## src/hw/rtl/jsu_pkg.sv

```systemverilog
// ----------------------------------------------------------------------------
// jsu_pkg
// Types, character codes and helper functions for the JSON string unescaper.
// ----------------------------------------------------------------------------
package jsu_pkg;

  localparam int MaxRes = 4;

  localparam logic [7:0] ChQuote  = 8'h22;
  localparam logic [7:0] ChBslash = 8'h5C;
  localparam logic [7:0] ChU      = 8'h75;

  typedef enum logic [2:0] {
    MODE_OUTSIDE = 3'd0,
    MODE_BODY    = 3'd1,
    MODE_ESC     = 3'd2,
    MODE_HEX1    = 3'd3,
    MODE_HIGH    = 3'd4,
    MODE_HIGH_BS = 3'd5,
    MODE_HEX2    = 3'd6
  } mode_t;

  // One input byte's worth of results, slot 0 goes out first.
  typedef struct packed {
    logic [2:0]            count;
    logic [MaxRes-1:0][7:0] data;
    logic [MaxRes-1:0]      fin;
  } group_t;

  typedef struct packed {
    logic [1:0]      count;
    logic [2:0][7:0] data;
  } utf8_t;

  function automatic logic [3:0] hex_digit(input logic [7:0] b);
    logic [7:0] d;
    d = 8'h00;
    if (b inside {[8'h30:8'h39]}) begin
      d = b - 8'h30;
    end else if (b inside {[8'h61:8'h66]}) begin
      d = b - 8'h57;
    end else if (b inside {[8'h41:8'h46]}) begin
      d = b - 8'h37;
    end
    return d[3:0];
  endfunction

  // Single-byte escape map; unknown escapes pass through.
  function automatic logic [7:0] esc_map(input logic [7:0] b);
    logic [7:0] o;
    case (b)
      8'h6E:   o = 8'h0A;
      8'h74:   o = 8'h09;
      8'h72:   o = 8'h0D;
      8'h62:   o = 8'h08;
      8'h66:   o = 8'h0C;
      default: o = b;
    endcase
    return o;
  endfunction

  function automatic utf8_t utf8_unit(input logic [15:0] u);
    utf8_t r;
    r = '0;
    if (u < 16'h0080) begin
      r.count   = 2'd1;
      r.data[0] = u[7:0];
    end else if (u < 16'h0800) begin
      r.count   = 2'd2;
      r.data[0] = 8'hC0 | {3'b000, u[10:6]};
      r.data[1] = 8'h80 | {2'b00, u[5:0]};
    end else begin
      r.count   = 2'd3;
      r.data[0] = 8'hE0 | {4'h0, u[15:12]};
      r.data[1] = 8'h80 | {2'b00, u[11:6]};
      r.data[2] = 8'h80 | {2'b00, u[5:0]};
    end
    return r;
  endfunction

endpackage

```

## src/hw/rtl/jsu_decode.sv

```systemverilog
// ----------------------------------------------------------------------------
// jsu_decode
// Decoder state and per-byte decode into a group of up to four result bytes.
// ----------------------------------------------------------------------------
module jsu_decode (
  input  logic            clk,
  input  logic            rst,
  input  logic            fire,
  input  logic [7:0]      byte_in,
  output jsu_pkg::group_t group
);

  jsu_pkg::mode_t mode, mode_next;
  logic [15:0] code_unit, code_unit_next;
  logic [15:0] high_unit, high_unit_next;
  logic [1:0]  digit_count, digit_count_next;

  logic [15:0]         unit_shift;
  logic                digit_done;
  logic [20:0]         cp;
  jsu_pkg::utf8_t      hi_enc, unit_enc;
  logic                is_quote, is_bs, is_u;
  jsu_pkg::mode_t      body_mode;
  logic [7:0]          body_data;
  logic [7:0]          esc_data;

  always_comb begin
    unit_shift = {code_unit[11:0], jsu_pkg::hex_digit(byte_in)};
    digit_done = (digit_count == 2'd3);
    // 0x10000 + (hi-0xD800)<<10 + (lo-0xDC00); high unit is always a surrogate
    cp = {1'b0, high_unit[9:0], 10'b0} + {5'b0, unit_shift} + 21'h002400;
    hi_enc   = jsu_pkg::utf8_unit(high_unit);
    unit_enc = jsu_pkg::utf8_unit(unit_shift);
    is_quote = (byte_in == jsu_pkg::ChQuote);
    is_bs    = (byte_in == jsu_pkg::ChBslash);
    is_u     = (byte_in == jsu_pkg::ChU);
    body_mode = is_quote ? jsu_pkg::MODE_OUTSIDE :
                is_bs    ? jsu_pkg::MODE_ESC : jsu_pkg::MODE_BODY;
    body_data = is_quote ? 8'h00 : byte_in;
    esc_data  = jsu_pkg::esc_map(byte_in);
  end

  always_comb begin
    group            = '0;
    mode_next        = mode;
    code_unit_next   = code_unit;
    high_unit_next   = high_unit;
    digit_count_next = digit_count;
    case (mode)
      jsu_pkg::MODE_BODY: begin
        mode_next = body_mode;
        if (!is_bs) begin
          group.count   = 3'd1;
          group.data[0] = body_data;
          group.fin[0]  = is_quote;
        end
      end
      jsu_pkg::MODE_ESC: begin
        if (is_u) begin
          code_unit_next   = '0;
          digit_count_next = '0;
          mode_next        = jsu_pkg::MODE_HEX1;
        end else begin
          mode_next     = jsu_pkg::MODE_BODY;
          group.count   = 3'd1;
          group.data[0] = esc_data;
        end
      end
      jsu_pkg::MODE_HEX1, jsu_pkg::MODE_HEX2: begin
        code_unit_next   = unit_shift;
        digit_count_next = digit_done ? 2'd0 : digit_count + 2'd1;
        if (digit_done) begin
          if (mode == jsu_pkg::MODE_HEX2) begin
            mode_next     = jsu_pkg::MODE_BODY;
            group.count   = 3'd4;
            group.data[0] = 8'hF0 | {5'b0, cp[20:18]};
            group.data[1] = 8'h80 | {2'b0, cp[17:12]};
            group.data[2] = 8'h80 | {2'b0, cp[11:6]};
            group.data[3] = 8'h80 | {2'b0, cp[5:0]};
          end else if (unit_shift inside {[16'hD800:16'hDBFF]}) begin
            high_unit_next = unit_shift;
            mode_next      = jsu_pkg::MODE_HIGH;
          end else begin
            mode_next     = jsu_pkg::MODE_BODY;
            group.count   = {1'b0, unit_enc.count};
            group.data[0] = unit_enc.data[0];
            group.data[1] = unit_enc.data[1];
            group.data[2] = unit_enc.data[2];
          end
        end
      end
      jsu_pkg::MODE_HIGH: begin
        if (is_bs) begin
          mode_next = jsu_pkg::MODE_HIGH_BS;
        end else begin
          // lone high surrogate (3 bytes), then the byte as body text
          mode_next     = body_mode;
          group.count   = 3'd4;
          group.data[0] = hi_enc.data[0];
          group.data[1] = hi_enc.data[1];
          group.data[2] = hi_enc.data[2];
          group.data[3] = body_data;
          group.fin[3]  = is_quote;
        end
      end
      jsu_pkg::MODE_HIGH_BS: begin
        code_unit_next   = '0;
        digit_count_next = '0;
        if (is_u) begin
          mode_next = jsu_pkg::MODE_HEX2;
        end else begin
          code_unit_next   = code_unit;
          digit_count_next = digit_count;
          mode_next        = jsu_pkg::MODE_BODY;
          group.count      = 3'd4;
          group.data[0]    = hi_enc.data[0];
          group.data[1]    = hi_enc.data[1];
          group.data[2]    = hi_enc.data[2];
          group.data[3]    = esc_data;
        end
      end
      default: begin
        mode_next = is_quote ? jsu_pkg::MODE_BODY : jsu_pkg::MODE_OUTSIDE;
      end
    endcase
  end

  always_ff @(posedge clk) begin
    if (rst) begin
      mode        <= jsu_pkg::MODE_OUTSIDE;
      code_unit   <= '0;
      high_unit   <= '0;
      digit_count <= '0;
    end else if (fire) begin
      mode        <= mode_next;
      code_unit   <= code_unit_next;
      high_unit   <= high_unit_next;
      digit_count <= digit_count_next;
    end
  end

endmodule

```

## src/hw/rtl/jsu_outq.sv

```systemverilog
// ----------------------------------------------------------------------------
// jsu_outq
// Result register: holds one decoded group and sends its bytes one per cycle while out_ready is high.
// ----------------------------------------------------------------------------
module jsu_outq (
  input  logic            clk,
  input  logic            rst,
  input  logic            load,
  input  jsu_pkg::group_t group,
  output logic            free,
  output logic            out_valid,
  input  logic            out_ready,
  output logic [7:0]      data_byte,
  output logic            string_end,
  output logic            last
);

  jsu_pkg::group_t grp;
  logic [1:0]      idx;
  logic            full;

  always_comb begin
    last       = ({1'b0, idx} + 3'd1) == grp.count;
    out_valid  = full;
    data_byte  = grp.data[idx];
    string_end = grp.fin[idx];
    free       = !full || (out_ready && last);
  end

  always_ff @(posedge clk) begin
    if (rst) begin
      full <= 1'b0;
      idx  <= '0;
    end else if (load) begin
      full <= 1'b1;
      idx  <= '0;
    end else if (full && out_ready) begin
      if (last) begin
        full <= 1'b0;
      end
      idx <= idx + 2'd1;
    end
  end

  always_ff @(posedge clk) begin
    if (load) begin
      grp <= group;
    end
  end

endmodule

```

## src/hw/rtl/json_string_unescape_utf8.sv

```systemverilog
// ----------------------------------------------------------------------------
// json_string_unescape_utf8
// JSON string body unescaper producing UTF-8 bytes with an end marker.
// ----------------------------------------------------------------------------
// Input channel: in_valid/in_ready carry one byte of JSON text per item.
// Bytes outside a string are dropped until an opening quote; the body is
// decoded (escapes, \u code units, surrogate pairs) into UTF-8 bytes.
// Output channel: out_valid/out_ready carry one result item per handshake:
// data_byte, string_end (closing quote, data_byte zero) and last, which
// marks the final result caused by one input byte.
// An accepted byte is held in the input register, is decoded into the
// result register, and its first result is offered from there.
// Throughput: one byte per cycle while each byte makes at most one result
// and the receiver does not stall; a byte that makes more than one result
// holds the result register until its last result is taken, and bytes
// that make no result pass through the input register every cycle.
// Reset (rst, synchronous) returns to the outside-string state and empties
// both registers. When the receiver stalls, the result register holds and
// the input register fills, after which in_ready drops.
// ----------------------------------------------------------------------------
module json_string_unescape_utf8 (
  input  logic       clk,
  input  logic       rst,
  input  logic       in_valid,
  output logic       in_ready,
  input  logic [7:0] in_byte,
  output logic       out_valid,
  input  logic       out_ready,
  output logic [7:0] data_byte,
  output logic       string_end,
  output logic       last
);

  logic            in_full;
  logic [7:0]      byte_r;
  logic            fire;
  logic            q_free;
  jsu_pkg::group_t group;

  jsu_decode u_decode (
    .clk     (clk),
    .rst     (rst),
    .fire    (fire),
    .byte_in (byte_r),
    .group   (group)
  );

  jsu_outq u_outq (
    .clk        (clk),
    .rst        (rst),
    .load       (fire && (group.count != 3'd0)),
    .group      (group),
    .free       (q_free),
    .out_valid  (out_valid),
    .out_ready  (out_ready),
    .data_byte  (data_byte),
    .string_end (string_end),
    .last       (last)
  );

  // bytes with no result never wait on the result register
  assign fire     = in_full && ((group.count == 3'd0) || q_free);
  assign in_ready = !in_full || fire;

  always_ff @(posedge clk) begin
    if (rst) begin
      in_full <= 1'b0;
    end else if (in_valid && in_ready) begin
      in_full <= 1'b1;
    end else if (fire) begin
      in_full <= 1'b0;
    end
  end

  always_ff @(posedge clk) begin
    if (in_valid && in_ready) begin
      byte_r <= in_byte;
    end
  end

endmodule

```

## config.mk

```make
export PLATFORM = sky130hd
export DESIGN_NAME = json_string_unescape_utf8
export DESIGN_NICKNAME = d
export VERILOG_FILES = /design/src/hw/rtl/jsu_pkg.sv /design/src/hw/rtl/jsu_decode.sv /design/src/hw/rtl/jsu_outq.sv /design/src/hw/rtl/json_string_unescape_utf8.sv
export SDC_FILE = /design/constraint.sdc
export NUM_CORES = 1
export LEC_CHECK = 0
export BUFFER_PORTS_ARGS = -buffer_cell sky130_fd_sc_hd__buf_2
export CAP_MARGIN = 20
export CORE_MARGIN = 1
export CORE_UTILIZATION = 65
export CTS_BUF_LIST = sky130_fd_sc_hd__clkbuf_4
export DETAILED_ROUTE_END_ITERATION = 8
export PLACE_DENSITY = 0.95
export REMOVE_ABC_BUFFERS = 1
export SYNTH_ARGS = -nofsm -noshare
export SYNTH_HDL_FRONTEND = slang
export SYNTH_SLANG_ARGS = --single-unit
```

## constraint.sdc

```tcl
create_clock -name clk -period 4.93 [get_ports clk]
set_input_delay 0.2465 -clock clk [delete_from_list [all_inputs] [get_ports clk]]
set_output_delay 0.2465 -clock clk [all_outputs]
set_load 0.02 [all_outputs]
```

== After elaboration in Yosys (flattened, before gate mapping) ==
Cells that the tools add are included.

* Register bits after elaboration: 82
* Input bits: 12
* Output and inout port bits: 12
* Word-level logic and storage cells: 140

* Add/sub/neg operators: 8
* Order comparisons: 13
* Equality and inequality tests: 18
* Mux-type cells: 54
* Bitwise gates (word level): 3
* Reduce and logical (&&, ||, !) cells: 29

{| class="wikitable"
|+ Operator list
! operator !! number
|-
| $pmux 8 s5 || 2
|-
| $mux 8 || 9
|-
| $pmux 24 s3 || 1
|-
| $mux 35 || 2
|-
| $eq 8x7->1 const B || 7
|-
| $mux 24 || 2
|-
| $mux 36 || 1
|-
| $lt 16x12->1 const B || 2
|-
| $lt 16x8->1 const B || 2
|-
| $mux 16 || 2
|-
| $pmux 3 s5 || 2
|-
| $mux 14 || 2
|-
| $pmux 12 s2 || 1
|-
| $add 20x16->21 || 1
|-
| $add 21x14->21 const B || 1
|-
| $mux 3 || 7
|-
| $bmux 8 s2 || 1
|-
| $ge 16x16->1 const B || 1
|-
| $ge 8x7->1 const B || 2
|-
| $le 16x16->1 const B || 1
|-
| $le 8x7->1 const B || 2
|-
| $mux 12 || 1
|-
| $mux 2 || 6
|-
| $mux 4 || 3
|-
| other kinds (28) || 64
|}

== Logic depth before layout (Yosys ltp) ==
* Depth after elaboration: 18
* Depth in mapped cells: 13
* Depth with buffers taken out: 12

== By module ==
Synthesis repeated with hierarchy kept, for this count alone.

* Cells, all modules: 530
* Area, all modules: 5,101.1 um2

{| class="wikitable"
|+ Modules (own cells, without submodules)
! module !! instances !! cells each !! area an instance (um2) !! seq. area each (um2)
|-
| jsu_decode || 1 || 441 || 3,190.6 || 660.6
|-
| jsu_outq || 1 || 70 || 1,586.5 || 1,231.2
|-
| json_string_unescape_utf8 || 1 || 19 || 324.1 || 260.2
|}

== Least setup slack after synthesis ==
No wires, ideal clock.

* Kind: reg-to-reg
* Start: reg u_outq.idx[0]
* End: reg u_outq.grp[0] (netlist name), enable pin
* Library setup time: 0.427 ns
* Arrival: 3.227 ns
* Data required time: 4.503 ns
* Path slack: 1.276 ns
* Cell stages (with the launch flop): 6
* Buffers on the path: 0
* Clock period less this slack: 3.654 ns
* Cells stage by stage: dfxtp_1 -> ha_1 -> xor2_1 -> nor3_1 -> a21boi_0 -> nor2_1

* Longest elaborated chain between the ends: 7

{| class="wikitable"
|+ RTL lines
! what !! line !! text
|-
| from (decl) || jsu_outq.sv:19 || <nowiki>logic [1:0] idx;</nowiki>
|-
| from (signal assigned) || jsu_outq.sv:41 || <nowiki>idx <= idx + 2'd1;</nowiki>
|-
| $add 2x1->3 || jsu_outq.sv:23 || <nowiki>last = ({1'b0, idx} + 3'd1) == grp.count;</nowiki>
|-
| $eq 3x3->1 || jsu_outq.sv:23 ||
|-
| via last || json_string_unescape_utf8.sv:31 || <nowiki>output logic last</nowiki>
|-
| $logic_and 1x1->1 || jsu_outq.sv:27 || <nowiki>free = !full || (out_ready && last);</nowiki>
|-
| $logic_or 1x1->1 || jsu_outq.sv:27 ||
|-
| $logic_or 1x1->1 || json_string_unescape_utf8.sv:62 || <nowiki>assign fire = in_full && ((group.count == 3'd0) || q_free);</nowiki>
|-
| $logic_and 1x1->1 || json_string_unescape_utf8.sv:62 ||
|-
| $logic_and 1x1->1 || json_string_unescape_utf8.sv:51 || <nowiki>.load (fire && (group.count != 3'd0)),</nowiki>
|-
| via u_outq.load || jsu_outq.sv:8 || <nowiki>input logic load,</nowiki>
|-
| to (signal assigned) || jsu_outq.sv:47 || <nowiki>grp <= group;</nowiki>
|-
| to (decl) || jsu_outq.sv:18 || <nowiki>jsu_pkg::group_t grp;</nowiki>
|}

The timed path passes the listed nets, and every way through them passes these cells.
A chain may end at the register's enable or synchronous reset.

== Worst setup path after layout ==
* Start: reg u_decode.mode[1]
* End: reg u_outq.grp[14] (netlist name), enable pin

* Longest elaborated chain between the ends: 8
* Elaborated cells between the ends (all ways): 15
* Classes of those cells: eq/ne (6); mux (3); reduce/logical (6)

{| class="wikitable"
|+ RTL lines
! what !! line !! text
|-
| from (decl) || jsu_decode.sv:13 || <nowiki>jsu_pkg::mode_t mode, mode_next;</nowiki>
|-
| from (signal assigned) || jsu_decode.sv:130 || <nowiki>mode <= jsu_pkg::MODE_OUTSIDE;</nowiki>
|-
| from (signal assigned) || jsu_decode.sv:135 || <nowiki>mode <= mode_next;</nowiki>
|-
| $eq 3x3->1 || jsu_decode.sv:49, jsu_decode.sv:73 ||
|-
| $mux 3 || jsu_decode.sv:73 || <nowiki>if (mode == jsu_pkg::MODE_HEX2) begin</nowiki>
|-
| $mux 35 || jsu_decode.sv:72 || <nowiki>if (digit_done) begin</nowiki>
|-
| $pmux 3 s5 * || jsu_decode.sv:49 || <nowiki>case (mode)</nowiki>
|-
| $logic_not 3->1 || json_string_unescape_utf8.sv:62 ||
|-
| $logic_or 1x1->1 || json_string_unescape_utf8.sv:62 ||
|-
| $logic_and 1x1->1 || json_string_unescape_utf8.sv:62 ||
|-
| $logic_and 1x1->1 * || json_string_unescape_utf8.sv:51 ||
|-
| via u_outq.load || jsu_outq.sv:8 ||
|}

The timed path passes the listed nets; every way through them passes the cells marked *.

==> metrics.md <==
| Metric | Value |
|---|---|
| Critical path's top delay family | `simple AND/OR/NAND/NOR gates` |
| Detail Route Antenna Nets | `0` |
| Power share of the combinational group | `0.042` |
| Final Setup Violations | `0` |
| Worst-skew pair later-pin latency | `0.45 ns` |
| Fmax achieved | `296 MHz` |
| Crit end category | `flop` |
| Leak | `2.00 nW` |
| Pin count of the biggest net entering global routing | `27` |
| Clock transition at path regs | `0.14 ns` |
| Post-synth ARST share | `0` |
| Slew HR | `0.417` |
| Peak supply drop | `0.171 mV` |
| Worst Skew | `0.0152 ns` |
| ANT cells | `0` |
| Post-synthesis cell type with the largest combined area | `edfxtp_1` |
| First DRT Iteration DRCs | `666` |
| CP cell instances | `and4b_1, o41ai_1, buf_4, nand3_1, or2_1, nand2_1, nor2_2, buf_4` |
| Io pins | `24` |
| Width of the die | `89.3 µm` |
| Cell count after synthesis | `534` |
| Most used cell, CP | `buf_4` |
| Vias in the first global route | `4037` |
| Syn Area/Cell | `9.27 µm²` |
| Clock network power share | `0.399` |
| Fin util | `0.732` |
| Crit share post-route | `0.686` |
| Net Sw Power | `294 µW` |
| Core Region | `7290 µm²` |
| GR Overflow Total | `0` |
| Unrepaired setup endpoints after global routing | `false` |
| Root buf cell | `clkbuf_4` |
| DRT Pass-1 Iters | `9` |
| Final WL | `14500 µm` |
| Die area | `7970 µm²` |
| Post-synth top area share | `0.261` |
| Sequential Power Share | `0.559` |
| Antenna violations before repair | `0` |
| Rows | `31` |
| Post-synthesis sequential area ratio | `0.411` |
| Clk buf depth | `2` |
| Post-synth EDFFs | `43` |
| Most frequent cell after synthesis | `nor2_1` |
| Post-cts gate resize count | `0` |
| Synthesized area | `4950 µm²` |
| Status | `complete, but fails checks` |
| Crit path time final | `3.38 ns` |
| Hold Path Class | `primary input to flop` |
| Final Net Count | `579` |
| Gr usage total | `0.380` |
| Port buffer count | `23` |
| Yosys reg bits | `80` |
| Sum Neg Setup Slack | `0 ns` |
| Clk sink count | `80` |
| CTS tree | `yes` |
| Final hold violations | `0` |
| CP startpoint kind | `flop` |
| Worst EP required | `5.07 ns` |
| Crit path max fanout | `26` |
| DRC | `1` |
| Critical Path Max Stage Delay | `0.81 ns` |
| Die Span Y | `89.3 µm` |
| Half-perimeter wire length after placement | `10700 µm` |
| Avg WL per Cell | `22.3 µm` |
| Routed via count | `4451` |
| Least-Margin Pin Slew | `0.866 ns` |
| Max-slew violations | `0` |
| Final hold slack | `0.0601 ns` |
| GPL Wtd Cong | `1.02` |
| Arrival @ worst endpoint | `3.52 ns` |
| Buffers and inverters on the worst path | `2` |
| Initial core utilization | `0.679` |
| Via-to-Cell Ratio | `6.83` |
| Inserted Clock Buffers | `9` |
| Area contributors post-synth | `edfxtp_1, dfxtp_1, ha_1` |
| Synth cell types | `70` |
| Max Cap Viol | `0` |
| Total design power | `1.29 mW` |
| Top FF cell, synth | `edfxtp_1` |
| Area growth syn-to-layout | `7.91%` |
| Top cells by instance count after synthesis | `nor2_1, nand2_1, edfxtp_1, dfxtp_1, a21oi_1` |
| Power per cell area | `241 nW/µm²` |
| Critical path's slowest cell | `dfxtp_1` |
| Failing checks | `DRC` |
| Ys Warns | `0` |
| H-tree depth reported by CTS | `3` |
| Global-route wire length before repair | `21800 µm` |
| Sw Share | `0.229` |
| Int Pwr | `991 µW` |
| Share of layout cells above drive strength 1 | `0.118` |
| CP Class | `flop to flop` |
-- logic make-up after synthesis --
kind of cell	synth area share
AND/OR/NAND/NOR	0.204
AO/OA/AOI/OAI	0.199
adder cells (fa/ha/maj)	0.0495
XOR/XNOR	0.0195
flip-flops	0.411
buffers and inverters	0.0483
multiplexers	0.0690
-- per-layer routing --
layer | vias to the layer above | share of wire | GRT usage
met1 | 2088 | 0.40 | 0.517
met2 | 294 | 0.46 | 0.588
li1 | 2018 | - | -
met5 | - | 0 | 0
met4 | 0 | 0.035 | 0.163
met3 | 51 | 0.11 | 0.0822
-- sequential cells by signal, summed over array words and instances (netlist names) --
register,count
u_decode.digit_count,2
u_outq.idx,2
u_decode.code_unit,12
byte_r,8
u_decode.mode,3
u_outq.grp,35
u_decode.high_unit,16
in_full,1
u_outq.out_valid,1
-- timing repair --
action                                 in CTS  in global routing
setup buffers                               0                  0
endpoints found under the hold margin       8                  0
hold buffers                                8                  0
-- metrics by stage --
stage / area (µm²) / setup slack, ns / instances
finish: 5340 / 1.55 / 652
global route: 5340 / 1.35 / 652
CTS: 5330 / 1.45 / 651
detailed placement: 5060 / 1.50 / 627
global placement: 5060 / 1.66 / 627
floorplan: 4810 / 0.918 / 503
-- cell type report --
type / count / area, µm²
timing repair buffer: 34 / 218
multi-input combinational: 397 / 2680
tap: 99 / 124
clock buffer: 10 / 75.1
clock inverter: 6 / 114
inverter: 26 / 97.6
sequential: 80 / 2030
fill: 571 / 1950
-- power by group through the flow --
stage               logic [mW]  clock network, mW  registers (mW)
floorplan               0.0304                  0           0.727
global placement        0.0458                  0           0.732
detailed placement      0.0469                  0           0.733
CTS                     0.0523              0.509           0.718
global route            0.0582              0.528           0.720
finish                  0.0541              0.512           0.719
-- path summary, 6_finish.rpt --
kind / end / slack, ns / from / cells after the start
max: u_outq.grp[14] / 1.55 / u_decode.mode[1] / 8
min: in_full / 0.06 / in_valid / 3
max reg2reg: u_outq.grp[14] / 1.55 / u_decode.mode[1] / 8
min reg2reg: u_decode.high_unit[14] / 0.48 / u_decode.high_unit[14] / 2
-- placed cells by master (no fill, tap or decap), types with 4 or more instances in the layout --
master and n:
mux2i_1 15, dlygate4sd3_1 8, edfxtp_1 43, and2_1 4, o21ai_0 26, o22ai_1 5, o31ai_1 4, nand3_1 14
clkbuf_4 10, nor2_1 57, mux4_2 7, nand3b_1 4, nor3_1 12, ha_1 18, nor2b_1 9, a22o_1 19
dfxtp_1 37, o21ai_1 6, o221ai_1 8, nand2_1 46, xor2_1 8, nand2b_1 11, inv_1 26, nor4_1 9
and3_1 7, a211oi_1 4, a221o_1 4, buf_2 23, a21oi_1 35
-- worst reg2reg max path, cell delays in order, from the launching register on --
cell     delay, ns
dfxtp_1       0.81
and4b_1       0.56
o41ai_1       0.15
buf_4         0.18
nand3_1       0.11
or2_1         0.18
nand2_1       0.10
nor2_2        0.59
buf_4         0.40
(Power assumes the default switching activity.)
